[src/sv/aarmv_pkg.sv]
`default_nettype none

package aarmv_pkg;

    // field widths
    localparam int SRC_W    = 2;
    localparam int SAMPLE_W = 16;
    localparam int MV_W     = 12;

    // a batch holds at most 256 samples
    localparam int CNT_W = 9;
    localparam int SUM_W = SAMPLE_W + 8;

    // quotient of avg*100/65535 never exceeds 100
    localparam int PCT_W = 7;

    // widest dividend: signal average times the reference span
    localparam int DIV_W  = SAMPLE_W + MV_W;
    localparam int DSR_W  = 16;

    // rounded-up reciprocal of a batch size, exact for any sum below 2**SUM_W
    // as long as the batch holds at most 256 samples
    localparam int RCP_SHIFT = SUM_W + 8;
    localparam int RCP_W     = RCP_SHIFT + 1;

    localparam int DEF_SIGNAL_SAMPLES   = 16;
    localparam int DEF_REF_HIGH_SAMPLES = 16;
    localparam int DEF_REF_LOW_SAMPLES  = 16;

    localparam int QUEUE_DEPTH = 2;

    localparam logic [DSR_W-1:0] FULL_SCALE = 16'hFFFF;
    localparam logic [MV_W-1:0]  MV_SCALE   = 12'd33;
    localparam logic [PCT_W-1:0] PCT_SCALE  = 7'd100;

    // source codes
    localparam logic [SRC_W-1:0] SRC_SIGNAL   = 2'd0;
    localparam logic [SRC_W-1:0] SRC_REF_HIGH = 2'd1;
    localparam logic [SRC_W-1:0] SRC_REF_LOW  = 2'd2;
    localparam logic [SRC_W-1:0] SRC_NONE     = 2'd3;

    typedef struct packed {
        logic [SRC_W-1:0] src;
        logic [SUM_W-1:0] sum;
    } t_queue_entry;

    typedef struct packed {
        logic             start;
        logic             by_full;
        logic [DIV_W-1:0] dividend;
        logic [RCP_W-1:0] recip;
    } t_div_req;

endpackage

`default_nettype wire

[src/sv/aarmv_in_if.sv]
`default_nettype none

interface aarmv_in_if;
    import aarmv_pkg::*;

    logic                valid;
    logic                ready;
    logic [SRC_W-1:0]    source;
    logic [SAMPLE_W-1:0] sample_value;

    modport source_port (output valid, source, sample_value, input ready);
    modport sink_port   (input valid, source, sample_value, output ready);
endinterface

`default_nettype wire

[src/sv/aarmv_out_if.sv]
`default_nettype none

interface aarmv_out_if;
    import aarmv_pkg::*;

    logic                valid;
    logic                ready;
    logic [MV_W-1:0]     millivolts;
    logic [SAMPLE_W-1:0] signal_average;
    logic [MV_W-1:0]     ref_high_mv;
    logic [MV_W-1:0]     ref_low_mv;

    modport source_port (output valid, millivolts, signal_average, ref_high_mv, ref_low_mv,
                         input ready);
    modport sink_port   (input valid, millivolts, signal_average, ref_high_mv, ref_low_mv,
                         output ready);
endinterface

`default_nettype wire

[src/sv/aarmv_front.sv]
`default_nettype none

module aarmv_front #(
    parameter int SIGNAL_SAMPLES   = aarmv_pkg::DEF_SIGNAL_SAMPLES,
    parameter int REF_HIGH_SAMPLES = aarmv_pkg::DEF_REF_HIGH_SAMPLES,
    parameter int REF_LOW_SAMPLES  = aarmv_pkg::DEF_REF_LOW_SAMPLES
) (
    input  wire logic                  i_clk,
    input  wire logic                  i_rst_n,
    aarmv_in_if.sink_port              i_in,
    input  wire logic                  i_full,
    output logic                       o_push,
    output aarmv_pkg::t_queue_entry    o_push_data
);
    import aarmv_pkg::*;

    localparam logic [CNT_W-1:0] N_SIG = CNT_W'(SIGNAL_SAMPLES);
    localparam logic [CNT_W-1:0] N_HI  = CNT_W'(REF_HIGH_SAMPLES);
    localparam logic [CNT_W-1:0] N_LO  = CNT_W'(REF_LOW_SAMPLES);

    logic [SUM_W-1:0] r_sum [3];
    logic [CNT_W-1:0] r_cnt [3];

    logic             accept;
    logic             live;
    logic [1:0]       idx;
    logic [CNT_W-1:0] batch_n;
    logic [SUM_W-1:0] n_sum;
    logic [CNT_W-1:0] n_cnt;
    logic             batch_done;

    assign i_in.ready = !i_full;
    assign accept     = i_in.valid && !i_full;
    assign live       = (i_in.source != SRC_NONE);
    assign idx        = live ? i_in.source : SRC_SIGNAL;

    always_comb begin
        unique case (i_in.source)
            SRC_SIGNAL:   batch_n = N_SIG;
            SRC_REF_HIGH: batch_n = N_HI;
            default:      batch_n = N_LO;
        endcase
    end

    assign n_sum      = r_sum[idx] + SUM_W'(i_in.sample_value);
    assign n_cnt      = r_cnt[idx] + CNT_W'(1);
    assign batch_done = (n_cnt >= batch_n);

    assign o_push          = accept && live && batch_done;
    assign o_push_data.src = i_in.source;
    assign o_push_data.sum = n_sum;

    always_ff @(posedge i_clk) begin
        if (!i_rst_n) begin
            for (int k = 0; k < 3; k++) begin
                r_sum[k] <= '0;
                r_cnt[k] <= '0;
            end
        end else if (accept && live) begin
            if (batch_done) begin
                r_sum[idx] <= '0;
                r_cnt[idx] <= '0;
            end else begin
                r_sum[idx] <= n_sum;
                r_cnt[idx] <= n_cnt;
            end
        end
    end

endmodule

`default_nettype wire

[src/sv/aarmv_fifo.sv]
`default_nettype none

module aarmv_fifo #(
    parameter int WIDTH = 8,
    parameter int DEPTH = aarmv_pkg::QUEUE_DEPTH
) (
    input  wire logic             i_clk,
    input  wire logic             i_rst_n,
    input  wire logic             i_push,
    input  wire logic [WIDTH-1:0] i_push_data,
    output logic                  o_full,
    input  wire logic             i_pop,
    output logic [WIDTH-1:0]      o_pop_data,
    output logic                  o_empty
);
    localparam int AW = (DEPTH > 1) ? $clog2(DEPTH) : 1;
    localparam int CW = $clog2(DEPTH + 1);

    logic [WIDTH-1:0] r_mem [DEPTH];
    logic [AW-1:0]    r_wr_ptr;
    logic [AW-1:0]    r_rd_ptr;
    logic [CW-1:0]    r_count;

    logic do_push;
    logic do_pop;

    assign o_full     = (r_count == CW'(DEPTH));
    assign o_empty    = (r_count == '0);
    assign o_pop_data = r_mem[r_rd_ptr];
    assign do_push    = i_push && !o_full;
    assign do_pop     = i_pop && !o_empty;

    always_ff @(posedge i_clk) begin
        if (do_push) begin
            r_mem[r_wr_ptr] <= i_push_data;
        end
    end

    always_ff @(posedge i_clk) begin
        if (!i_rst_n) begin
            r_wr_ptr <= '0;
            r_rd_ptr <= '0;
            r_count  <= '0;
        end else begin
            if (do_push) begin
                r_wr_ptr <= (r_wr_ptr == AW'(DEPTH - 1)) ? '0 : r_wr_ptr + AW'(1);
            end
            if (do_pop) begin
                r_rd_ptr <= (r_rd_ptr == AW'(DEPTH - 1)) ? '0 : r_rd_ptr + AW'(1);
            end
            if (do_push && !do_pop) begin
                r_count <= r_count + CW'(1);
            end else if (do_pop && !do_push) begin
                r_count <= r_count - CW'(1);
            end
        end
    end

endmodule

`default_nettype wire

[src/sv/aarmv_div.sv]
`default_nettype none

module aarmv_div (
    input  wire logic                     i_clk,
    input  wire logic                     i_rst_n,
    input  wire aarmv_pkg::t_div_req      i_req,
    output logic                          o_done,
    output logic [aarmv_pkg::DIV_W-1:0]   o_quot
);
    import aarmv_pkg::*;

    localparam int FW = DIV_W + 1;
    localparam int PW = SUM_W + RCP_W;

    logic              r_busy;
    logic              r_done;
    logic              r_by_full;
    logic [DIV_W-1:0]  r_dvd;
    logic [RCP_W-1:0]  r_rcp;
    logic [DIV_W-1:0]  r_quot;

    logic [PW-1:0]     prod;
    logic [FW-1:0]     fold;
    logic [DIV_W-1:0]  quot;

    // batch average: multiply by the reciprocal and keep the high part
    assign prod = r_dvd[SUM_W-1:0] * r_rcp;

    // division by 65535 as (x + (x >> 16) + 1) >> 16
    assign fold = {1'b0, r_dvd} + FW'(r_dvd[DIV_W-1:DSR_W]) + FW'(1);

    assign quot = r_by_full ? DIV_W'(fold[FW-1:DSR_W]) : DIV_W'(prod[PW-1:RCP_SHIFT]);

    assign o_done = r_done;
    assign o_quot = r_quot;

    always_ff @(posedge i_clk) begin
        if (i_req.start) begin
            r_dvd     <= i_req.dividend;
            r_rcp     <= i_req.recip;
            r_by_full <= i_req.by_full;
        end
        if (r_busy) begin
            r_quot <= quot;
        end
    end

    always_ff @(posedge i_clk) begin
        if (!i_rst_n) begin
            r_busy <= 1'b0;
            r_done <= 1'b0;
        end else begin
            r_busy <= i_req.start;
            r_done <= r_busy;
        end
    end

endmodule

`default_nettype wire

[src/sv/aarmv_back.sv]
`default_nettype none

module aarmv_back #(
    parameter int SIGNAL_SAMPLES   = aarmv_pkg::DEF_SIGNAL_SAMPLES,
    parameter int REF_HIGH_SAMPLES = aarmv_pkg::DEF_REF_HIGH_SAMPLES,
    parameter int REF_LOW_SAMPLES  = aarmv_pkg::DEF_REF_LOW_SAMPLES
) (
    input  wire logic                  i_clk,
    input  wire logic                  i_rst_n,
    input  wire logic                  i_empty,
    input  wire aarmv_pkg::t_queue_entry i_entry,
    output logic                       o_pop,
    aarmv_out_if.source_port           o_out
);
    import aarmv_pkg::*;

    localparam logic [2:0] ST_IDLE      = 3'd0;
    localparam logic [2:0] ST_AVG_WAIT  = 3'd1;
    localparam logic [2:0] ST_MV_START  = 3'd2;
    localparam logic [2:0] ST_MV_WAIT   = 3'd3;
    localparam logic [2:0] ST_OUT_START = 3'd4;
    localparam logic [2:0] ST_OUT_WAIT  = 3'd5;
    localparam logic [2:0] ST_EMIT      = 3'd6;

    // rounded-up reciprocals of the batch sizes
    localparam logic [63:0] RCP_ONE = 64'd1 << RCP_SHIFT;
    localparam logic [RCP_W-1:0] R_SIG =
        RCP_W'((RCP_ONE + 64'(SIGNAL_SAMPLES) - 64'd1) / 64'(SIGNAL_SAMPLES));
    localparam logic [RCP_W-1:0] R_HI  =
        RCP_W'((RCP_ONE + 64'(REF_HIGH_SAMPLES) - 64'd1) / 64'(REF_HIGH_SAMPLES));
    localparam logic [RCP_W-1:0] R_LO  =
        RCP_W'((RCP_ONE + 64'(REF_LOW_SAMPLES) - 64'd1) / 64'(REF_LOW_SAMPLES));

    logic [2:0]          r_state;
    logic [2:0]          n_state;
    logic [SRC_W-1:0]    r_src;
    logic [SAMPLE_W-1:0] r_avg;
    logic [SAMPLE_W-1:0] r_sig_avg;
    logic [MV_W-1:0]     r_ref_high;
    logic [MV_W-1:0]     r_low_mv;
    logic [MV_W-1:0]     r_res_mv;

    logic                r_valid;
    logic [MV_W-1:0]     r_o_mv;
    logic [SAMPLE_W-1:0] r_o_sig;
    logic [MV_W-1:0]     r_o_hi;
    logic [MV_W-1:0]     r_o_lo;

    t_div_req            div_req;
    logic                div_done;
    logic [DIV_W-1:0]    div_quot;
    logic [RCP_W-1:0]    batch_rcp;
    logic [MV_W-1:0]     span;
    logic [MV_W-1:0]     mv_calc;
    logic                out_free;

    aarmv_div u_div (
        .i_clk   (i_clk),
        .i_rst_n (i_rst_n),
        .i_req   (div_req),
        .o_done  (div_done),
        .o_quot  (div_quot)
    );

    always_comb begin
        unique case (i_entry.src)
            SRC_SIGNAL:   batch_rcp = R_SIG;
            SRC_REF_HIGH: batch_rcp = R_HI;
            default:      batch_rcp = R_LO;
        endcase
    end

    // negative reference span saturates to zero
    assign span     = (r_ref_high > r_low_mv) ? (r_ref_high - r_low_mv) : '0;
    assign mv_calc  = MV_W'(div_quot[PCT_W-1:0]) * MV_SCALE;
    assign out_free = !r_valid || o_out.ready;

    always_comb begin
        n_state          = r_state;
        o_pop            = 1'b0;
        div_req.start    = 1'b0;
        div_req.by_full  = 1'b0;
        div_req.dividend = DIV_W'(i_entry.sum);
        div_req.recip    = batch_rcp;
        unique case (r_state)
            ST_IDLE: begin
                if (!i_empty) begin
                    o_pop         = 1'b1;
                    div_req.start = 1'b1;
                    n_state       = ST_AVG_WAIT;
                end
            end
            ST_AVG_WAIT: begin
                if (div_done) begin
                    n_state = (r_src == SRC_SIGNAL) ? ST_IDLE : ST_MV_START;
                end
            end
            ST_MV_START: begin
                div_req.start    = 1'b1;
                div_req.by_full  = 1'b1;
                div_req.dividend = DIV_W'(r_avg) * DIV_W'(PCT_SCALE);
                n_state          = ST_MV_WAIT;
            end
            ST_MV_WAIT: begin
                if (div_done) begin
                    n_state = (r_src == SRC_REF_HIGH) ? ST_IDLE : ST_OUT_START;
                end
            end
            ST_OUT_START: begin
                div_req.start    = 1'b1;
                div_req.by_full  = 1'b1;
                div_req.dividend = DIV_W'(r_sig_avg) * DIV_W'(span);
                n_state          = ST_OUT_WAIT;
            end
            ST_OUT_WAIT: begin
                if (div_done) begin
                    n_state = ST_EMIT;
                end
            end
            ST_EMIT: begin
                if (out_free) begin
                    n_state = ST_IDLE;
                end
            end
            default: begin
                n_state = ST_IDLE;
            end
        endcase
    end

    always_ff @(posedge i_clk) begin
        if (!i_rst_n) begin
            r_state    <= ST_IDLE;
            r_sig_avg  <= '0;
            r_ref_high <= '0;
            r_valid    <= 1'b0;
        end else begin
            r_state <= n_state;
            if (r_state == ST_AVG_WAIT && div_done && r_src == SRC_SIGNAL) begin
                r_sig_avg <= div_quot[SAMPLE_W-1:0];
            end
            if (r_state == ST_MV_WAIT && div_done && r_src == SRC_REF_HIGH) begin
                r_ref_high <= mv_calc;
            end
            if (r_state == ST_EMIT && out_free) begin
                r_valid <= 1'b1;
            end else if (o_out.ready) begin
                r_valid <= 1'b0;
            end
        end
    end

    always_ff @(posedge i_clk) begin
        if (r_state == ST_IDLE && !i_empty) begin
            r_src <= i_entry.src;
        end
        if (r_state == ST_AVG_WAIT && div_done) begin
            r_avg <= div_quot[SAMPLE_W-1:0];
        end
        if (r_state == ST_MV_WAIT && div_done) begin
            r_low_mv <= mv_calc;
        end
        if (r_state == ST_OUT_WAIT && div_done) begin
            r_res_mv <= div_quot[MV_W-1:0];
        end
        if (r_state == ST_EMIT && out_free) begin
            r_o_mv  <= r_res_mv;
            r_o_sig <= r_sig_avg;
            r_o_hi  <= r_ref_high;
            r_o_lo  <= r_low_mv;
        end
    end

    assign o_out.valid          = r_valid;
    assign o_out.millivolts     = r_o_mv;
    assign o_out.signal_average = r_o_sig;
    assign o_out.ref_high_mv    = r_o_hi;
    assign o_out.ref_low_mv     = r_o_lo;

endmodule

`default_nettype wire

[src/sv/adc_average_ratiometric_mv.sv]
// Oversampling ADC averager with ratiometric millivolt output. Each input word is one 16-bit
// sample tagged as signal (0), high reference (1) or low reference (2); tag 3 is accepted and
// dropped. Samples of each source are summed until that source's batch size is reached, then
// the batch sum goes through a two-entry queue to the arithmetic side, which forms the
// truncated average. A signal batch updates the stored signal average; a reference batch is
// scaled to millivolts as 33*((avg*100)/65535). A finished low-reference batch produces one
// output word: signal_avg*(vrefh_mv - vrefl_mv)/65535 in millivolts, together with the
// signal average and the two reference millivolt values it was built from; a low reference
// above the high reference gives 0 mV. Before any batch has finished, the stored values read
// as 0. Timing: the input side takes one word per cycle while the queue has room. The
// arithmetic side uses one shared constant divider (multiply by the batch size's reciprocal
// for the average, shift and add for the division by 65535), so a finished batch occupies it
// for the average (signal), the average and millivolt scaling (high reference), or both plus
// the ratiometric division and the wait for the output register to be taken (low reference).
// The input stalls only when two finished batches are already waiting in the queue. Batch
// sizes are set by the three *_SAMPLES parameters, 1 to 256 each.

`default_nettype none

module adc_average_ratiometric_mv #(
    parameter int SIGNAL_SAMPLES   = aarmv_pkg::DEF_SIGNAL_SAMPLES,
    parameter int REF_HIGH_SAMPLES = aarmv_pkg::DEF_REF_HIGH_SAMPLES,
    parameter int REF_LOW_SAMPLES  = aarmv_pkg::DEF_REF_LOW_SAMPLES
) (
    input  wire logic         i_clk,
    input  wire logic         i_rst_n,
    aarmv_in_if.sink_port     i_in,
    aarmv_out_if.source_port  o_out
);
    import aarmv_pkg::*;

    localparam int QW = $bits(t_queue_entry);

    // front to queue
    logic         push;
    t_queue_entry push_data;
    logic         q_full;

    // queue to back
    logic         pop;
    logic         q_empty;
    logic [QW-1:0] pop_bits;
    t_queue_entry pop_data;

    assign pop_data = t_queue_entry'(pop_bits);

    // accumulation side: per-source sum and count
    aarmv_front #(
        .SIGNAL_SAMPLES   (SIGNAL_SAMPLES),
        .REF_HIGH_SAMPLES (REF_HIGH_SAMPLES),
        .REF_LOW_SAMPLES  (REF_LOW_SAMPLES)
    ) u_front (
        .i_clk       (i_clk),
        .i_rst_n     (i_rst_n),
        .i_in        (i_in),
        .i_full      (q_full),
        .o_push      (push),
        .o_push_data (push_data)
    );

    // finished batches wait here while the divider is busy
    aarmv_fifo #(
        .WIDTH (QW),
        .DEPTH (QUEUE_DEPTH)
    ) u_queue (
        .i_clk       (i_clk),
        .i_rst_n     (i_rst_n),
        .i_push      (push),
        .i_push_data (push_data),
        .o_full      (q_full),
        .i_pop       (pop),
        .o_pop_data  (pop_bits),
        .o_empty     (q_empty)
    );

    // averaging, millivolt scaling and ratiometric output
    aarmv_back #(
        .SIGNAL_SAMPLES   (SIGNAL_SAMPLES),
        .REF_HIGH_SAMPLES (REF_HIGH_SAMPLES),
        .REF_LOW_SAMPLES  (REF_LOW_SAMPLES)
    ) u_back (
        .i_clk   (i_clk),
        .i_rst_n (i_rst_n),
        .i_empty (q_empty),
        .i_entry (pop_data),
        .o_pop   (pop),
        .o_out   (o_out)
    );

endmodule

`default_nettype wire
[src/flat_wrapper.sv]
// flat-port wrapper written by rule: the top's interface ports become plain ports
module adc_average_ratiometric_mv_flat import aarmv_pkg::*;
#(
    parameter int SIGNAL_SAMPLES   = aarmv_pkg::DEF_SIGNAL_SAMPLES,
    parameter int REF_HIGH_SAMPLES = aarmv_pkg::DEF_REF_HIGH_SAMPLES,
    parameter int REF_LOW_SAMPLES  = aarmv_pkg::DEF_REF_LOW_SAMPLES
)
  (i_clk, i_rst_n, i_in_valid, i_in_source, i_in_sample_value, i_in_ready, o_out_valid, o_out_millivolts, o_out_signal_average, o_out_ref_high_mv, o_out_ref_low_mv, o_out_ready);
  aarmv_in_if i_in_i ();
  aarmv_out_if o_out_i ();
  input  wire logic i_clk;
  input  wire logic i_rst_n;
  input wire logic [$bits(i_in_i.valid)-1:0] i_in_valid;
  input wire logic [$bits(i_in_i.source)-1:0] i_in_source;
  input wire logic [$bits(i_in_i.sample_value)-1:0] i_in_sample_value;
  output wire logic [$bits(i_in_i.ready)-1:0] i_in_ready;
  output wire logic [$bits(o_out_i.valid)-1:0] o_out_valid;
  output wire logic [$bits(o_out_i.millivolts)-1:0] o_out_millivolts;
  output wire logic [$bits(o_out_i.signal_average)-1:0] o_out_signal_average;
  output wire logic [$bits(o_out_i.ref_high_mv)-1:0] o_out_ref_high_mv;
  output wire logic [$bits(o_out_i.ref_low_mv)-1:0] o_out_ref_low_mv;
  input wire logic [$bits(o_out_i.ready)-1:0] o_out_ready;
  assign i_in_i.valid = i_in_valid;
  assign i_in_i.source = i_in_source;
  assign i_in_i.sample_value = i_in_sample_value;
  assign i_in_ready = i_in_i.ready;
  assign o_out_valid = o_out_i.valid;
  assign o_out_millivolts = o_out_i.millivolts;
  assign o_out_signal_average = o_out_i.signal_average;
  assign o_out_ref_high_mv = o_out_i.ref_high_mv;
  assign o_out_ref_low_mv = o_out_i.ref_low_mv;
  assign o_out_i.ready = o_out_ready;
  adc_average_ratiometric_mv #(.SIGNAL_SAMPLES(SIGNAL_SAMPLES), .REF_HIGH_SAMPLES(REF_HIGH_SAMPLES), .REF_LOW_SAMPLES(REF_LOW_SAMPLES)) u_core (.i_clk(i_clk), .i_rst_n(i_rst_n), .i_in(i_in_i), .o_out(o_out_i));
endmodule
[config.mk]
export PLATFORM = sky130hd
export DESIGN_NAME = adc_average_ratiometric_mv_flat
export DESIGN_NICKNAME = d
export VERILOG_FILES = /design/src/sv/aarmv_pkg.sv /design/src/sv/aarmv_in_if.sv /design/src/sv/aarmv_out_if.sv /design/src/sv/aarmv_front.sv /design/src/sv/aarmv_fifo.sv /design/src/sv/aarmv_div.sv /design/src/sv/aarmv_back.sv /design/src/sv/adc_average_ratiometric_mv.sv /design/src/flat_wrapper.sv
export SDC_FILE = /design/constraint.sdc
export NUM_CORES = 1
export LEC_CHECK = 0
export BUFFER_PORTS_ARGS = -buffer_cell sky130_fd_sc_hd__clkbuf_2
export CAP_MARGIN = 40
export CORE_MARGIN = 5
export CORE_UTILIZATION = 40
export CTS_CLUSTER_DIAMETER = 80
export DETAILED_ROUTE_END_ITERATION = 16
export MAX_ROUTING_LAYER = met4
export SLEW_MARGIN = 5
export SYNTH_ARGS = -nofsm -noshare
export SYNTH_HDL_FRONTEND = slang
export SYNTH_SLANG_ARGS = --single-unit
export TNS_END_PERCENT = 1
[constraint.sdc]
create_clock -name i_clk -period 9.2 [get_ports i_clk]
set_clock_uncertainty 0.2 [all_clocks]
set_input_delay 1.38 -clock i_clk [delete_from_list [all_inputs] [get_ports i_clk]]
set_output_delay 1.38 -clock i_clk [all_outputs]
set_load 0.01 [all_outputs]
==> tab_implementation.tex, run 1 <==
\begin{tabular}{lr}
\hline
Metric & Value \\
\hline
\multicolumn{2}{l}{\textbf{Synth}} \\
Synthesized area per cell & about 11 um\^{}2 \\
Proportion of register bits with asynchronous set or reset after synthesis & 0\% \\
Post-synthesis cell type with the largest combined area & sky130\_fd\_sc\_hd\_\_edfxtp\_1 \\
Number of different library cells in the post-synthesis netlist & 79 \\
Syn Inst Count & 2118 \\
Area share of the largest cell type after synthesis & 40.8\% \\
Cell types occupying the most area after synthesis & sky130\_fd\_sc\_hd\_\_edfxtp\_1 (41\%), sky130\_fd\_sc\_hd\_\_fa\_1 (13\%), sky130\_fd\_sc\_hd\_\_ha\_1 (9.0\%) \\
Top cell types by occurrence after synthesis & sky130\_fd\_sc\_hd\_\_edfxtp\_1 (323), sky130\_fd\_sc\_hd\_\_inv\_1 (301), sky130\_fd\_sc\_hd\_\_nand2\_1 (224) \\
Most frequently used cell type in the post-synthesis netlist & sky130\_fd\_sc\_hd\_\_edfxtp\_1 \\
Synth Register Bits & 362 \\
Combined area of all synthesized cells & between 20000 and 25000 um\^{}2 \\
Number of enable-type register cells in the synthesized netlist & 323 \\
Number of warnings printed during yosys synthesis & 0 \\
Dominant register cell in the synthesized netlist & sky130\_fd\_sc\_hd\_\_edfxtp\_1 \\
Sequential element share of the synthesized area & around 44\% \\
\multicolumn{2}{l}{\textbf{Critical path}} \\
Critical path capture point type & flop \\
Kind of critical path & reg2reg \\
Crit-path max FO & 16 \\
Worst Path Required & 9.32 ns \\
Maximum single-stage delay on the critical path & $\sim$0.58 ns \\
Critical path arrival & a little under 9 ns \\
Endpoint of the most critical setup path & u\_core.u\_back.u\_div.r\_dvd[26] \\
Reg-to-reg endpoint & u\_core.u\_back.u\_div.r\_dvd[26] \\
Worst reg-to-reg setup slack & 0.61 ns \\
Worst Setup Start Kind & flop \\
Origin of the worst setup path & u\_core.u\_back.r\_ref\_high[0] \\
Number of cells on the worst reg-to-reg path & 29 \\
Critical path's slowest cell & sky130\_fd\_sc\_hd\_\_fa\_1 \\
Top cell by count, worst path & sky130\_fd\_sc\_hd\_\_fa\_1 \\
R2R Path Start & u\_core.u\_back.r\_ref\_high[0] \\
\multicolumn{2}{l}{\textbf{Timing}} \\
Highest Clock Rate & about 0.12 GHz \\
Setup ws final & 0.611 ns \\
RSZ-0062 raised after global routing & false \\
Setup\_tns & 0 ns \\
Count of endpoints failing hold in the final timing report & 0 \\
Crit share post-route & between 90\% and 100\% \\
Finish-stage setup viols & 0 \\
Worst hold slack after final layout & roughly 0.22 ns \\
Post-route minimum period & roughly 8.6 ns \\
Slew HR & around 40\% \\
Max-slew violation count & 0 \\
Slew of the pin with the lowest slew margin & 0.881 ns \\
\multicolumn{2}{l}{\textbf{GRT}} \\
Vias in the first global route & 16100 \\
Sum of overflow across all layers after global routing & 0 \\
Wire length of the first global-routing pass & approximately 90 mm \\
Total track usage & 18.2\% \\
Number of antenna violations at the first check in global routing & 0 \\
Maximum number of pins on one net before global-route repair & 53 \\
\multicolumn{2}{l}{\textbf{Placement}} \\
DP Wirelength & 42.3 mm \\
Place WS & just over 0.5 ns \\
Port Buffer Count & 75 \\
Final GP Congestion & 0.903 \\
\multicolumn{2}{l}{\textbf{Clock network}} \\
Number of buffers on the longest clock path & 3 \\
Number of hold-repair buffers added at the cts stage & 0 \\
Clock tree from TritonCTS & done \\
TritonCTS Sinks & roughly 360 \\
Root buffer cell & sky130\_fd\_sc\_hd\_\_clkbuf\_16 \\
Source-to-sink clock delay at the later pin of the worst-skew pair & $\sim$0.57 ns \\
\# H-tree levels & 2 \\
Post-CTS Repair Setup Buffers & 0 \\
Clock input transition at the sequential cells of the worst setup and hold paths & $\sim$0.06 ns \\
Number of buffers created by CTS & 40 \\
\multicolumn{2}{l}{\textbf{Die}} \\
Row Count & 89 \\
Area of the die & 64400 um\^{}2 \\
Overall die height & about 250 um \\
Count of pins on the block boundary & 76 \\
Starting utilization of the core area & around two fifths \\
Die width & about 250 um \\
Placeable core region & between 50000 and 60000 um\^{}2 \\
\multicolumn{2}{l}{\textbf{Routing}} \\
DR DRC count & 0 \\
Number of DRC violations after detailed-routing iteration 0 & between 900 and 1000 \\
Routed length per placed instance & 18.6 um \\
Remaining antenna violation count after routing & 0 \\
Aggregate routed wire length & 56.0 mm \\
Detail-routed via count per cell & around 5.2 \\
Via count & 15600 \\
DRT Pass-1 Iters & 5 \\
\multicolumn{2}{l}{\textbf{Hold path}} \\
Path class of the lowest-slack min-delay path & reg2reg \\
\multicolumn{2}{l}{\textbf{Layout}} \\
Fill cell count & 5455 \\
Share of cells above drive strength 1 & between 10\% and 20\% \\
Total number of nets in the final design & 2561 \\
Area growth, synth to finish & 11.8\% \\
Antenna diode instance count & 0 \\
\multicolumn{2}{l}{\textbf{Pwr}} \\
Cell leakage power & around 0.011 uW \\
Power density relative to cell area & 188 nW/um\^{}2 \\
Total chip power & around 5000 uW \\
IR drop worst, VDD & roughly 150 uV \\
\multicolumn{2}{l}{\textbf{Run status}} \\
Result of the run & finished, final reports clean \\
\multicolumn{2}{l}{\textbf{Flow run}} \\
Max-cap violations & 0 \\
\hline
\end{tabular}
## cells by family (layout without fill, tap and decap cells)
kind of cell / Yosys count / count (layout) / synth area share, %
adder cells (fa/ha/maj): 325 / 325 / 22.0
XOR/XNOR: 72 / 72 / 2.65
other: 1 / 20 / 0.0158
AND/OR/NAND/NOR: 640 / 640 / 12.6
buffers and inverters: 381 / 490 / 6.36
AO/OA/AOI/OAI: 261 / 261 / 7.35
multiplexers: 76 / 76 / 4.99
flip-flops: 362 / 362 / 44.1
## final cells by class
type	instances	area, um^2	area share, %
Clock inverter	29	347	1.30
Clock buffer	45	1040	3.92
Timing Repair Buffer	113	713	2.68
Inverter	303	1140	4.28
Sequential cell	362	10500	39.4
Tap cell	773	967	3.64
Multi-Input combinational cell	1394	11900	44.7
## report_power, final
group / switching, uW / leakage, uW / internal, uW
clock: 683 / 0.000677 / 997
sequential: 204 / 0.00344 / 2070
combinational: 641 / 0.00718 / 407
total: 1530 / 0.0113 / 3480
## through the flow
| stage | util (%) | cell area [um^2] | std cells |
|---|---|---|---|
| finish | 45.1 | 26600 | 3019 |
| global route | 45.1 | 26600 | 3019 |
| CTS | 45.1 | 26600 | 3019 |
| detailed placement | 42.7 | 25200 | 2945 |
| global placement | 42.6 | 25100 | 2938 |
| floorplan | - | 23800 | 2137 |
## worst max-delay path: cells and delay by family (launching register included)
family | cells | cell delay, ns
AO/OA/AOI/OAI | 10 | 2.25
adder cells (fa/ha/maj) | 8 | 3.67
buffers and inverters | 5 | 0.47
flip-flops | 1 | 0.35
AND/OR/NAND/NOR | 6 | 1.37
## per-layer routing
metal | routed length [um] | track usage [%]
met5 | 0 | -
met4 | 1800 | 5.46
met3 | 2520 | 2.14
met2 | 27700 | 31.1
met1 | 24000 | 22.8
## how the worst min path moves through the flow
stage                                    from                                end  slack (ns)  cells after the start
floorplan           u_core.u_back.r_res_mv[0]  u_core.u_back.o_out.millivolts[0]        0.20                      0
global placement    u_core.u_back.r_res_mv[6]  u_core.u_back.o_out.millivolts[6]        0.20                      0
detailed placement  u_core.u_back.r_res_mv[4]  u_core.u_back.o_out.millivolts[4]        0.20                      0
CTS                 u_core.u_back.r_res_mv[4]  u_core.u_back.o_out.millivolts[4]        0.22                      0
global route        u_core.u_back.r_res_mv[8]  u_core.u_back.o_out.millivolts[8]        0.23                      0
finish              u_core.u_back.r_res_mv[4]  u_core.u_back.o_out.millivolts[4]        0.22                      0
## state kept, by name, indices dropped and copies added, names as in the netlist, 2 cells and up, named ones only
name,count
u_core.u_back.r_sig_avg,16
u_core.u_back.u_div.r_dvd,28
u_core.u_back.r_state,3
u_core.u_back.r_res_mv,12
u_core.u_queue.r_count,2
u_core.u_back.o_out.millivolts,12
u_core.u_front.r_sum,96
u_core.u_back.o_out.signal_average,16
u_core.u_back.r_avg,16
u_core.u_back.r_ref_high,12
u_core.u_back.o_out.ref_low_mv,12
u_core.u_back.o_out.ref_high_mv,12
u_core.u_front.r_cnt,36
u_core.u_back.r_src,2
u_core.u_queue.r_mem,52
u_core.u_back.u_div.o_quot,16
u_core.u_back.r_low_mv,12
## layout by cell type, fill, tap and decap left out, drive strengths merged, types with 27 or more instances in the layout
cell,Yosys,layout
edfxtp,323,323
inv,302,306
nand2,228,228
nor2,189,189
ha,171,171
fa,154,154
clkbuf,57,120
a21oi,66,66
and2,65,65
xnor2,45,45
o21ai,44,44
dfxtp,39,39
buf,21,37
mux2i,34,34
nor3,34,34
mux4,33,33
xor2,27,27
## what timing repair did
action	4_1_cts	5_1_grt
endpoints found under the hold margin	0	0
endpoints found under the setup margin	0	4
resized for setup	0	1
Power figures use the tool's default switching activity.
==> inputs of run 2 (changes only) <==
==> constraint.sdc (replaced) <==
create_clock -name i_clk -period 7.4 [get_ports i_clk]
set_clock_uncertainty 0.2 [all_clocks]
set_input_delay 1.11 -clock i_clk [delete_from_list [all_inputs] [get_ports i_clk]]
set_output_delay 1.11 -clock i_clk [all_outputs]
set_load 0.01 [all_outputs]
==> run 2 against run 1 <==
Net effect:
- the run now ends with setup timing left
- core utilization is 2.0 points higher
- via count rose by 2.6%
- first-iteration DRC count fell by 13%
- sequential power grew 25%
- critical path depth grew 3
- register-to-register slack got worse by 0.85 ns
- die area is the same
- critical path type unchanged
- largest power group unchanged
==> tab_implementation.tex, run 2 (synthesis gave the netlist of run 1 again) <==
\begin{tabular}{lr}
\hline
Metric & Value \\
\hline
\multicolumn{2}{l}{\textbf{Clock network}} \\
Number of buffers created by CTS & 40 (unchanged) \\
Root buffer cell & sky130\_fd\_sc\_hd\_\_clkbuf\_16 \\
\# H-tree levels & 2 (unchanged) \\
Clock tree from TritonCTS & done \\
TritonCTS Sinks & 362 (unchanged) \\
Source-to-sink clock delay at the later pin of the worst-skew pair & 0.57 ns (about the same) \\
Clock input transition at the sequential cells of the worst setup and hold paths & 0.06 ns (about the same) \\
Number of buffers on the longest clock path & 3 (unchanged) \\
\multicolumn{2}{l}{\textbf{Critical path}} \\
Crit-path max FO & 4 (-12) \\
Maximum single-stage delay on the critical path & 0.58 ns (about the same) \\
Worst Setup Start Kind & flop \\
Critical path's slowest cell & sky130\_fd\_sc\_hd\_\_fa\_2 \\
Kind of critical path & reg2reg \\
Reg-to-reg endpoint & u\_core.u\_back.u\_div.r\_dvd[22] \\
Worst reg-to-reg setup slack & -0.24 ns (-0.85 ns) \\
Number of cells on the worst reg-to-reg path & 32 (+10\%) \\
Critical path capture point type & flop \\
Critical path arrival & 7.76 ns (-0.95 ns) \\
Origin of the worst setup path & u\_core.u\_back.r\_ref\_high[0] \\
Worst Path Required & 7.52 ns (-1.80 ns) \\
Endpoint of the most critical setup path & u\_core.u\_back.u\_div.r\_dvd[22] \\
R2R Path Start & u\_core.u\_back.r\_ref\_high[0] \\
\multicolumn{2}{l}{\textbf{Timing}} \\
Highest Clock Rate & 0.131 GHz (+12\%) \\
Crit share post-route & 103\% (+9.9 points) \\
Slew of the pin with the lowest slew margin & 1.03 ns (+0.144 ns) \\
Count of endpoints failing hold in the final timing report & 0 (unchanged) \\
Slew HR & 30.8\% (-10 points) \\
Finish-stage setup viols & 11 (+11) \\
Max-slew violation count & 0 (unchanged) \\
Setup ws final & -0.240 ns (-0.852 ns) \\
Post-route minimum period & 7.64 ns (-0.948 ns) \\
RSZ-0062 raised after global routing & true \\
\multicolumn{2}{l}{\textbf{GRT}} \\
Sum of overflow across all layers after global routing & 0 (unchanged) \\
Maximum number of pins on one net before global-route repair & 53 (unchanged) \\
Number of antenna violations at the first check in global routing & 1 (+1) \\
Wire length of the first global-routing pass & 92.7 mm (+3.4\%) \\
Vias in the first global route & 17100 (+6.6\%) \\
Total track usage & 18.7\% (+0.58 points) \\
\multicolumn{2}{l}{\textbf{Die}} \\
Count of pins on the block boundary & 76 (unchanged) \\
Placeable core region & 58900 um\^{}2 (unchanged) \\
Row Count & 89 (unchanged) \\
Starting utilization of the core area & 40.3\% (unchanged) \\
Overall die height & 254 um (unchanged) \\
Area of the die & 64400 um\^{}2 (unchanged) \\
Die width & 254 um (unchanged) \\
\multicolumn{2}{l}{\textbf{Layout}} \\
Area growth, synth to finish & 16.8\% \\
Area taken by flip-flops and latches & 10500 um\^{}2 (unchanged) \\
Footprint of the multi-input gates & 12200 um\^{}2 (+3.0\%) \\
Most common library cell in the layout ignoring fill and taps & sky130\_fd\_sc\_hd\_\_edfxtp\_1 \\
Top reg by flops & u\_core.u\_front.r\_sum \\
Total number of nets in the final design & 2670 (+4.3\%) \\
Fill cell count & 5359 (-1.8\%) \\
Share of cells above drive strength 1 & 17.4\% (+6.6 points) \\
Flip-flop count of the largest register after layout & 96 (unchanged) \\
Most used cells in the layout excluding fill and tap cells & sky130\_fd\_sc\_hd\_\_edfxtp\_1 (323), sky130\_fd\_sc\_hd\_\_inv\_1 (300), sky130\_fd\_sc\_hd\_\_nand2\_1 (220) \\
Registers with the highest flip-flop counts & u\_core.u\_front.r\_sum x96, u\_core.u\_queue.r\_mem x52, u\_core.u\_front.r\_cnt x36 \\
Core Util, Final & 47.1\% (+2.0 points) \\
\multicolumn{2}{l}{\textbf{Routing}} \\
Routed length per placed instance & 18.2 um (-1.7\%) \\
Met3 wire length & 2.65 mm (+5.0\%) \\
Aggregate routed wire length & 57.1 mm (+1.9\%) \\
Detail-routed via count per cell & 5.13 (-0.93\%) \\
Post-route met1 wirelength & 23.5 mm (-2.1\%) \\
Number of DRC violations after detailed-routing iteration 0 & 839 (-13\%) \\
Remaining antenna violation count after routing & 0 (unchanged) \\
Top layer reached by signal wires & met4 \\
Via count & 16000 (+2.6\%) \\
DR DRC count & 0 (unchanged) \\
Wire length on met2 & 28.5 mm (+2.7\%) \\
DRT Pass-1 Iters & 5 (unchanged) \\
\multicolumn{2}{l}{\textbf{Placement}} \\
DP Wirelength & 43.6 mm (+3.2\%) \\
Place WS & -0.435 ns (-0.953 ns) \\
Final GP Congestion & 0.926 (+2.5\%) \\
Port Buffer Count & 75 (unchanged) \\
\multicolumn{2}{l}{\textbf{Hold path}} \\
Path class of the lowest-slack min-delay path & reg2reg \\
\multicolumn{2}{l}{\textbf{Pwr}} \\
Cell leakage power & 0.0119 uW (+5.3\%) \\
IR drop worst, VDD & 192 uV (+29\%) \\
Power density relative to cell area & 225 nW/um\^{}2 (+19\%) \\
Total chip power & 6250 uW (+25\%) \\
\multicolumn{2}{l}{\textbf{Run status}} \\
Result of the run & complete, but fails checks \\
Violated checks & setup timing \\
\multicolumn{2}{l}{\textbf{Flow run}} \\
Max-cap violations & 0 (unchanged) \\
\hline
\end{tabular}
-- run 2: cell types whose count changed in the layout (fill, tap and decap cells not counted), moves of 8 or more --
| cell | before | now |
|---|---|---|
| sky130_fd_sc_hd__nor3_1 | 29 | 20 |
| sky130_fd_sc_hd__fa_2 | 0 | 8 |
| sky130_fd_sc_hd__fa_1 | 154 | 146 |
| sky130_fd_sc_hd__buf_4 | 32 | 136 |
| sky130_fd_sc_hd__a21oi_1 | 66 | 58 |
-- run 2: worst min path at each step --
| stage | slack (ns) | to | cells after the start | from |
|---|---|---|---|---|
| after detailed placement | 0.20 | u_core.u_back.o_out.millivolts[1] | 0 | u_core.u_back.r_res_mv[1] |
| after global placement | 0.20 | u_core.u_back.o_out.millivolts[6] | 0 | u_core.u_back.r_res_mv[6] |
| after floorplan | 0.20 | u_core.u_back.o_out.millivolts[0] | 0 | u_core.u_back.r_res_mv[0] |
| after CTS | 0.22 | u_core.u_back.o_out.millivolts[1] | 0 | u_core.u_back.r_res_mv[1] |
| after global routing | 0.22 | u_core.u_back.o_out.millivolts[11] | 0 | u_core.u_back.r_res_mv[11] |
| final | 0.22 | u_core.u_back.o_out.millivolts[1] | 0 | u_core.u_back.r_res_mv[1] |
-- run 2: layer usage --
metal	GRT usage [%]	vias up
li1	-	7599
met1	22.5	7953
met2	32.0	367
met3	2.61	118
met4	7.55	0
met5	-	-
-- run 2: timing repair --
action / 4_1_cts / 5_1_grt
setup buffers: 18 / 2
hold endpoints to repair: 0 / 0
pin swaps: 41 / 11
resized for setup: 37 / 12
hold buffers: 0 / 0
setup endpoints to repair: 14 / 16
-- run 2: stage by stage --
step / hold slack [ns] / area, um^2 / std cells / setup TNS (ns)
2_1_floorplan: 0.200 / 24000 / 2137 / -0.885
3_3_place_gp: 0.203 / 25900 / 3029 / -2.97
3_5_place_dp: 0.205 / 26000 / 3033 / -4.35
4_1_cts: 0.220 / 27700 / 3124 / -1.40
5_1_grt: 0.224 / 27800 / 3128 / -6.93
6_report: 0.218 / 27800 / 3128 / -1.60
-- run 2: power breakdown --
part	switching, uW	internal (uW)
clock	836	1270
sequential	256	2580
combinational	797	509
total	1890	4360
-- run 2: layout make-up --
| class | count | share of cell area [%] |
|---|---|---|
| Clock inverter | 23 | 1.13 |
| Sequential cell | 362 | 37.7 |
| Antenna cell | 1 | 0.00901 |
| Tap cell | 773 | 3.48 |
| Timing Repair Buffer | 222 | 5.53 |
| Clock buffer | 50 | 3.92 |
| Multi-Input combinational cell | 1394 | 44.1 |
| Inverter | 303 | 4.10 |
-- run 2: critical path: cells and delay by family, from the launching register on --
| kind | cells | cell delay [ns] |
|---|---|---|
| adders and majority gates | 8 | 3.10 |
| AOI/OAI and AO/OA | 9 | 1.56 |
| and+or+nand+nor | 6 | 1.31 |
| buffers and inverters | 8 | 0.75 |
| DFF | 1 | 0.31 |
| xor gates and xnor gates | 1 | 0.15 |
==> inputs of run 3 (changes only) <==
--- a/config.mk
+++ b/config.mk
@@ -7,11 +7,14 @@
 export LEC_CHECK = 0
 export BUFFER_PORTS_ARGS = -buffer_cell sky130_fd_sc_hd__clkbuf_2
 export CAP_MARGIN = 40
+export CELL_PAD_IN_SITES_DETAIL_PLACEMENT = 0
+export CELL_PAD_IN_SITES_GLOBAL_PLACEMENT = 1
 export CORE_MARGIN = 5
 export CORE_UTILIZATION = 40
 export CTS_CLUSTER_DIAMETER = 80
 export DETAILED_ROUTE_END_ITERATION = 16
 export MAX_ROUTING_LAYER = met4
+export PLACE_DENSITY_LB_ADDON = 0.1
 export SLEW_MARGIN = 5
 export SYNTH_ARGS = -nofsm -noshare
 export SYNTH_HDL_FRONTEND = slang
==> run 3 against run 2 <==
Net effect:
- the run still ends with setup timing left
- final cell count shrank 0.26%
- sequential power is essentially flat
- worst setup slack lost 0.021 ns
- clock power shrank 6%
- register-to-register slack lost 0.02 ns
==> tab_implementation.tex, run 3 (synthesis gave the netlist of run 1 again) <==
\begin{tabular}{lr}
\hline
Metric & Value \\
\hline
\multicolumn{2}{l}{\textbf{Run status}} \\
Result of the run & complete, but fails checks \\
Violated checks & setup timing \\
\multicolumn{2}{l}{\textbf{Layout}} \\
Top reg by flops & u\_core.u\_front.r\_sum \\
Most used cells in the layout excluding fill and tap cells & sky130\_fd\_sc\_hd\_\_edfxtp\_1 (323), sky130\_fd\_sc\_hd\_\_inv\_1 (300), sky130\_fd\_sc\_hd\_\_nand2\_1 (219) \\
Fill cell count & 5499 (+2.6\%) \\
Share of cells above drive strength 1 & 17.2\% (-0.20 points) \\
Registers with the highest flip-flop counts & u\_core.u\_front.r\_sum x96, u\_core.u\_queue.r\_mem x52, u\_core.u\_front.r\_cnt x36 \\
Area growth, synth to finish & 16.6\% \\
Most common library cell in the layout ignoring fill and taps & sky130\_fd\_sc\_hd\_\_edfxtp\_1 \\
Core Util, Final & 47.1\% (-0.077 points) \\
Total number of nets in the final design & 2664 (-0.22\%) \\
Flip-flop count of the largest register after layout & 96 (unchanged) \\
Antenna diode instance count & 0 (-1) \\
\multicolumn{2}{l}{\textbf{Clock network}} \\
Number of buffers on the longest clock path & 3 (unchanged) \\
TritonCTS Sinks & 362 (unchanged) \\
Clock tree from TritonCTS & done \\
Number of buffers created by CTS & 43 (+7.5\%) \\
Root buffer cell & sky130\_fd\_sc\_hd\_\_clkbuf\_16 \\
\# H-tree levels & 2 (unchanged) \\
Source-to-sink clock delay at the later pin of the worst-skew pair & 0.56 ns (about the same) \\
Clock input transition at the sequential cells of the worst setup and hold paths & 0.06 ns (about the same) \\
\multicolumn{2}{l}{\textbf{GRT}} \\
Vias in the first global route & 17000 (-0.80\%) \\
Wire length of the first global-routing pass & 95.3 mm (+2.8\%) \\
Total track usage & 19.4\% (+0.63 points) \\
Number of antenna violations at the first check in global routing & 0 (-1) \\
Sum of overflow across all layers after global routing & 0 (unchanged) \\
Maximum number of pins on one net before global-route repair & 53 (unchanged) \\
\multicolumn{2}{l}{\textbf{Hold path}} \\
Destination of the worst hold path & u\_core.u\_back.o\_out.millivolts[11] \\
Number of cells on the worst hold path & 0 (unchanged) \\
Path class of the lowest-slack min-delay path & reg2reg \\
Beginning of the worst hold path & u\_core.u\_back.r\_res\_mv[11] \\
\multicolumn{2}{l}{\textbf{Critical path}} \\
Top cell by count, worst path & sky130\_fd\_sc\_hd\_\_fa\_1 \\
Maximum single-stage delay on the critical path & 0.59 ns (about the same) \\
Number of cells on the worst reg-to-reg path & 29 (-9.4\%) \\
Critical path arrival & 7.74 ns (-0.02 ns) \\
Worst reg-to-reg setup slack & -0.26 ns (-0.02 ns) \\
R2R Path Start & u\_core.u\_back.r\_low\_mv[0] \\
Crit-path max FO & 6 (+2) \\
Reg-to-reg endpoint & u\_core.u\_back.u\_div.r\_dvd[18] \\
Critical path's slowest cell & sky130\_fd\_sc\_hd\_\_fa\_2 \\
Critical path capture point type & flop \\
Worst Setup Start Kind & flop \\
Kind of critical path & reg2reg \\
Worst Path Required & 7.48 ns (-0.04 ns) \\
\multicolumn{2}{l}{\textbf{Pwr}} \\
Power density relative to cell area & 220 nW/um\^{}2 (-2.2\%) \\
IR drop worst, VDD & 286 uV (+49\%) \\
Sw Share & 30.7\% (+0.46 points) \\
Cell leakage power & 0.0118 uW (-0.64\%) \\
Combinational group share of total power & 20.7\% (-0.2 points) \\
Power share of the clock group & 32.7\% (-1.0 points) \\
Switching power & 1870 uW (-0.90\%) \\
Part of the total power dissipated in sequential elements & 46.6\% (+1.2 points) \\
Internal & 4220 uW (-3.0\%) \\
\multicolumn{2}{l}{\textbf{Die}} \\
Placeable core region & 58900 um\^{}2 (unchanged) \\
Starting utilization of the core area & 40.3\% (unchanged) \\
Area of the die & 64400 um\^{}2 (unchanged) \\
Die width & 254 um (unchanged) \\
Overall die height & 254 um (unchanged) \\
Row Count & 89 (unchanged) \\
Count of pins on the block boundary & 76 (unchanged) \\
\multicolumn{2}{l}{\textbf{Placement}} \\
Place WS & -0.544 ns (-0.109 ns) \\
Port Buffer Count & 75 (unchanged) \\
Final GP Congestion & 0.843 (-8.9\%) \\
DP Wirelength & 44.8 mm (+2.7\%) \\
\multicolumn{2}{l}{\textbf{Timing}} \\
Setup ws final & -0.261 ns (-0.0209 ns) \\
Finish-stage setup viols & 11 (unchanged) \\
RSZ-0062 raised after global routing & true \\
Slew of the pin with the lowest slew margin & 0.876 ns (-0.149 ns) \\
Worst hold slack after final layout & 0.215 ns (-0.00365 ns) \\
Post-route minimum period & 7.66 ns (+0.0209 ns) \\
Highest Clock Rate & 0.131 GHz (-0.27\%) \\
Max-slew violation count & 0 (unchanged) \\
Count of endpoints failing hold in the final timing report & 0 (unchanged) \\
Crit share post-route & 104\% (+0.28 points) \\
Slew HR & 41.1\% (+10 points) \\
\multicolumn{2}{l}{\textbf{Routing}} \\
DR DRC count & 0 (unchanged) \\
Detail-routed via count per cell & 5.08 (-0.96\%) \\
Via count & 15800 (-1.2\%) \\
Remaining antenna violation count after routing & 0 (unchanged) \\
DRT Pass-1 Iters & 5 (unchanged) \\
Number of DRC violations after detailed-routing iteration 0 & 834 (-0.60\%) \\
Routed length per placed instance & 19.0 um (+4.1\%) \\
Aggregate routed wire length & 59.3 mm (+3.8\%) \\
\multicolumn{2}{l}{\textbf{Flow run}} \\
Max-cap violations & 0 (unchanged) \\
\hline
\end{tabular}
-- run 3: cell types whose count changed in the layout (fill, tap and decap cells not counted), moves of 3 or more --
cell / before / now
sky130_fd_sc_hd__ha_4: 5 / 8
sky130_fd_sc_hd__buf_2: 0 / 3
sky130_fd_sc_hd__buf_4: 136 / 118
sky130_fd_sc_hd__clkinv_4: 4 / 0
sky130_fd_sc_hd__buf_12: 2 / 7
sky130_fd_sc_hd__nor3_2: 11 / 6
sky130_fd_sc_hd__nor3_1: 20 / 25
sky130_fd_sc_hd__bufinv_16: 6 / 1
sky130_fd_sc_hd__clkbuf_16: 41 / 44
sky130_fd_sc_hd__ha_1: 163 / 159
sky130_fd_sc_hd__buf_6: 6 / 10
sky130_fd_sc_hd__clkbuf_1: 6 / 11
sky130_fd_sc_hd__clkinv_2: 1 / 6
-- run 3: worst max-delay path, delay by kind of cell (launching register included) --
family / cells / cell delay (ns)
buf+inv: 6 / 0.59
flops: 1 / 0.39
fa+ha+maj: 8 / 3.38
simple gates: 6 / 1.22
compound gates: 9 / 1.61
-- run 3: layout make-up --
type | count | area (um^2) | share of cell area, %
well taps | 773 | 967 | 3.49
flip-flops and latches | 362 | 10500 | 37.8
clock buffers | 56 | 1160 | 4.17
repair buffers | 213 | 1530 | 5.52
clock inverters | 19 | 154 | 0.555
inverters | 303 | 1140 | 4.10
multi-input cells | 1394 | 12300 | 44.4
-- run 3: stage by stage --
step,cell area [um^2],TNS [ns],cells,power (uW)
6_report,27700,-1.40,3120,6100
5_1_grt,27700,-6.04,3120,6410
4_1_cts,27500,-3.07,3115,6170
3_5_place_dp,26000,-4.51,3033,4160
3_3_place_gp,26000,-2.75,3026,4130
2_1_floorplan,24000,-0.885,2137,3680
-- run 3: power groups by stage --
stage	Clock (uW)	Combinational [uW]	Sequential, uW
CTS	2050	1280	2850
detailed placement	0	1270	2890
global route	2130	1420	2860
floorplan	0	962	2720
global placement	0	1250	2880
finish	1990	1260	2840
-- run 3: worst max path at each step --
stage	cells past startpoint	slack, ns	startpoint	end
finish	29	-0.26	u_core.u_back.r_low_mv[0]	u_core.u_back.u_div.r_dvd[18]
global route	32	-0.55	u_core.u_back.r_low_mv[0]	u_core.u_back.u_div.r_dvd[27]
CTS	29	-0.38	u_core.u_back.r_low_mv[0]	u_core.u_back.u_div.r_dvd[18]
detailed placement	28	-0.54	u_core.u_back.r_low_mv[0]	u_core.u_back.u_div.r_dvd[18]
global placement	28	-0.31	u_core.u_back.r_low_mv[0]	u_core.u_back.u_div.r_dvd[18]
floorplan	30	-0.17	u_core.u_back.r_low_mv[0]	u_core.u_back.u_div.r_dvd[22]
-- run 3: routing by layer --
metal | vias up | GRT usage, % | share of wire [%]
li1 | 7589 | - | -
met1 | 7943 | 24.1 | 43
met2 | 226 | 33.9 | 51
met3 | 85 | 2.31 | 2.8
met4 | 0 | 4.89 | 2.4
met5 | - | - | 0
-- run 3: what timing repair did --
| action | in CTS | in global routing |
|---|---|---|
| pin swaps | 36 | 36 |
| endpoints found under the hold margin | 0 | 0 |
| buffers inserted | 7 | 5 |
| endpoints found under the setup margin | 15 | 17 |
| hold buffers | 0 | 0 |
| gates resized for setup | 29 | 33 |
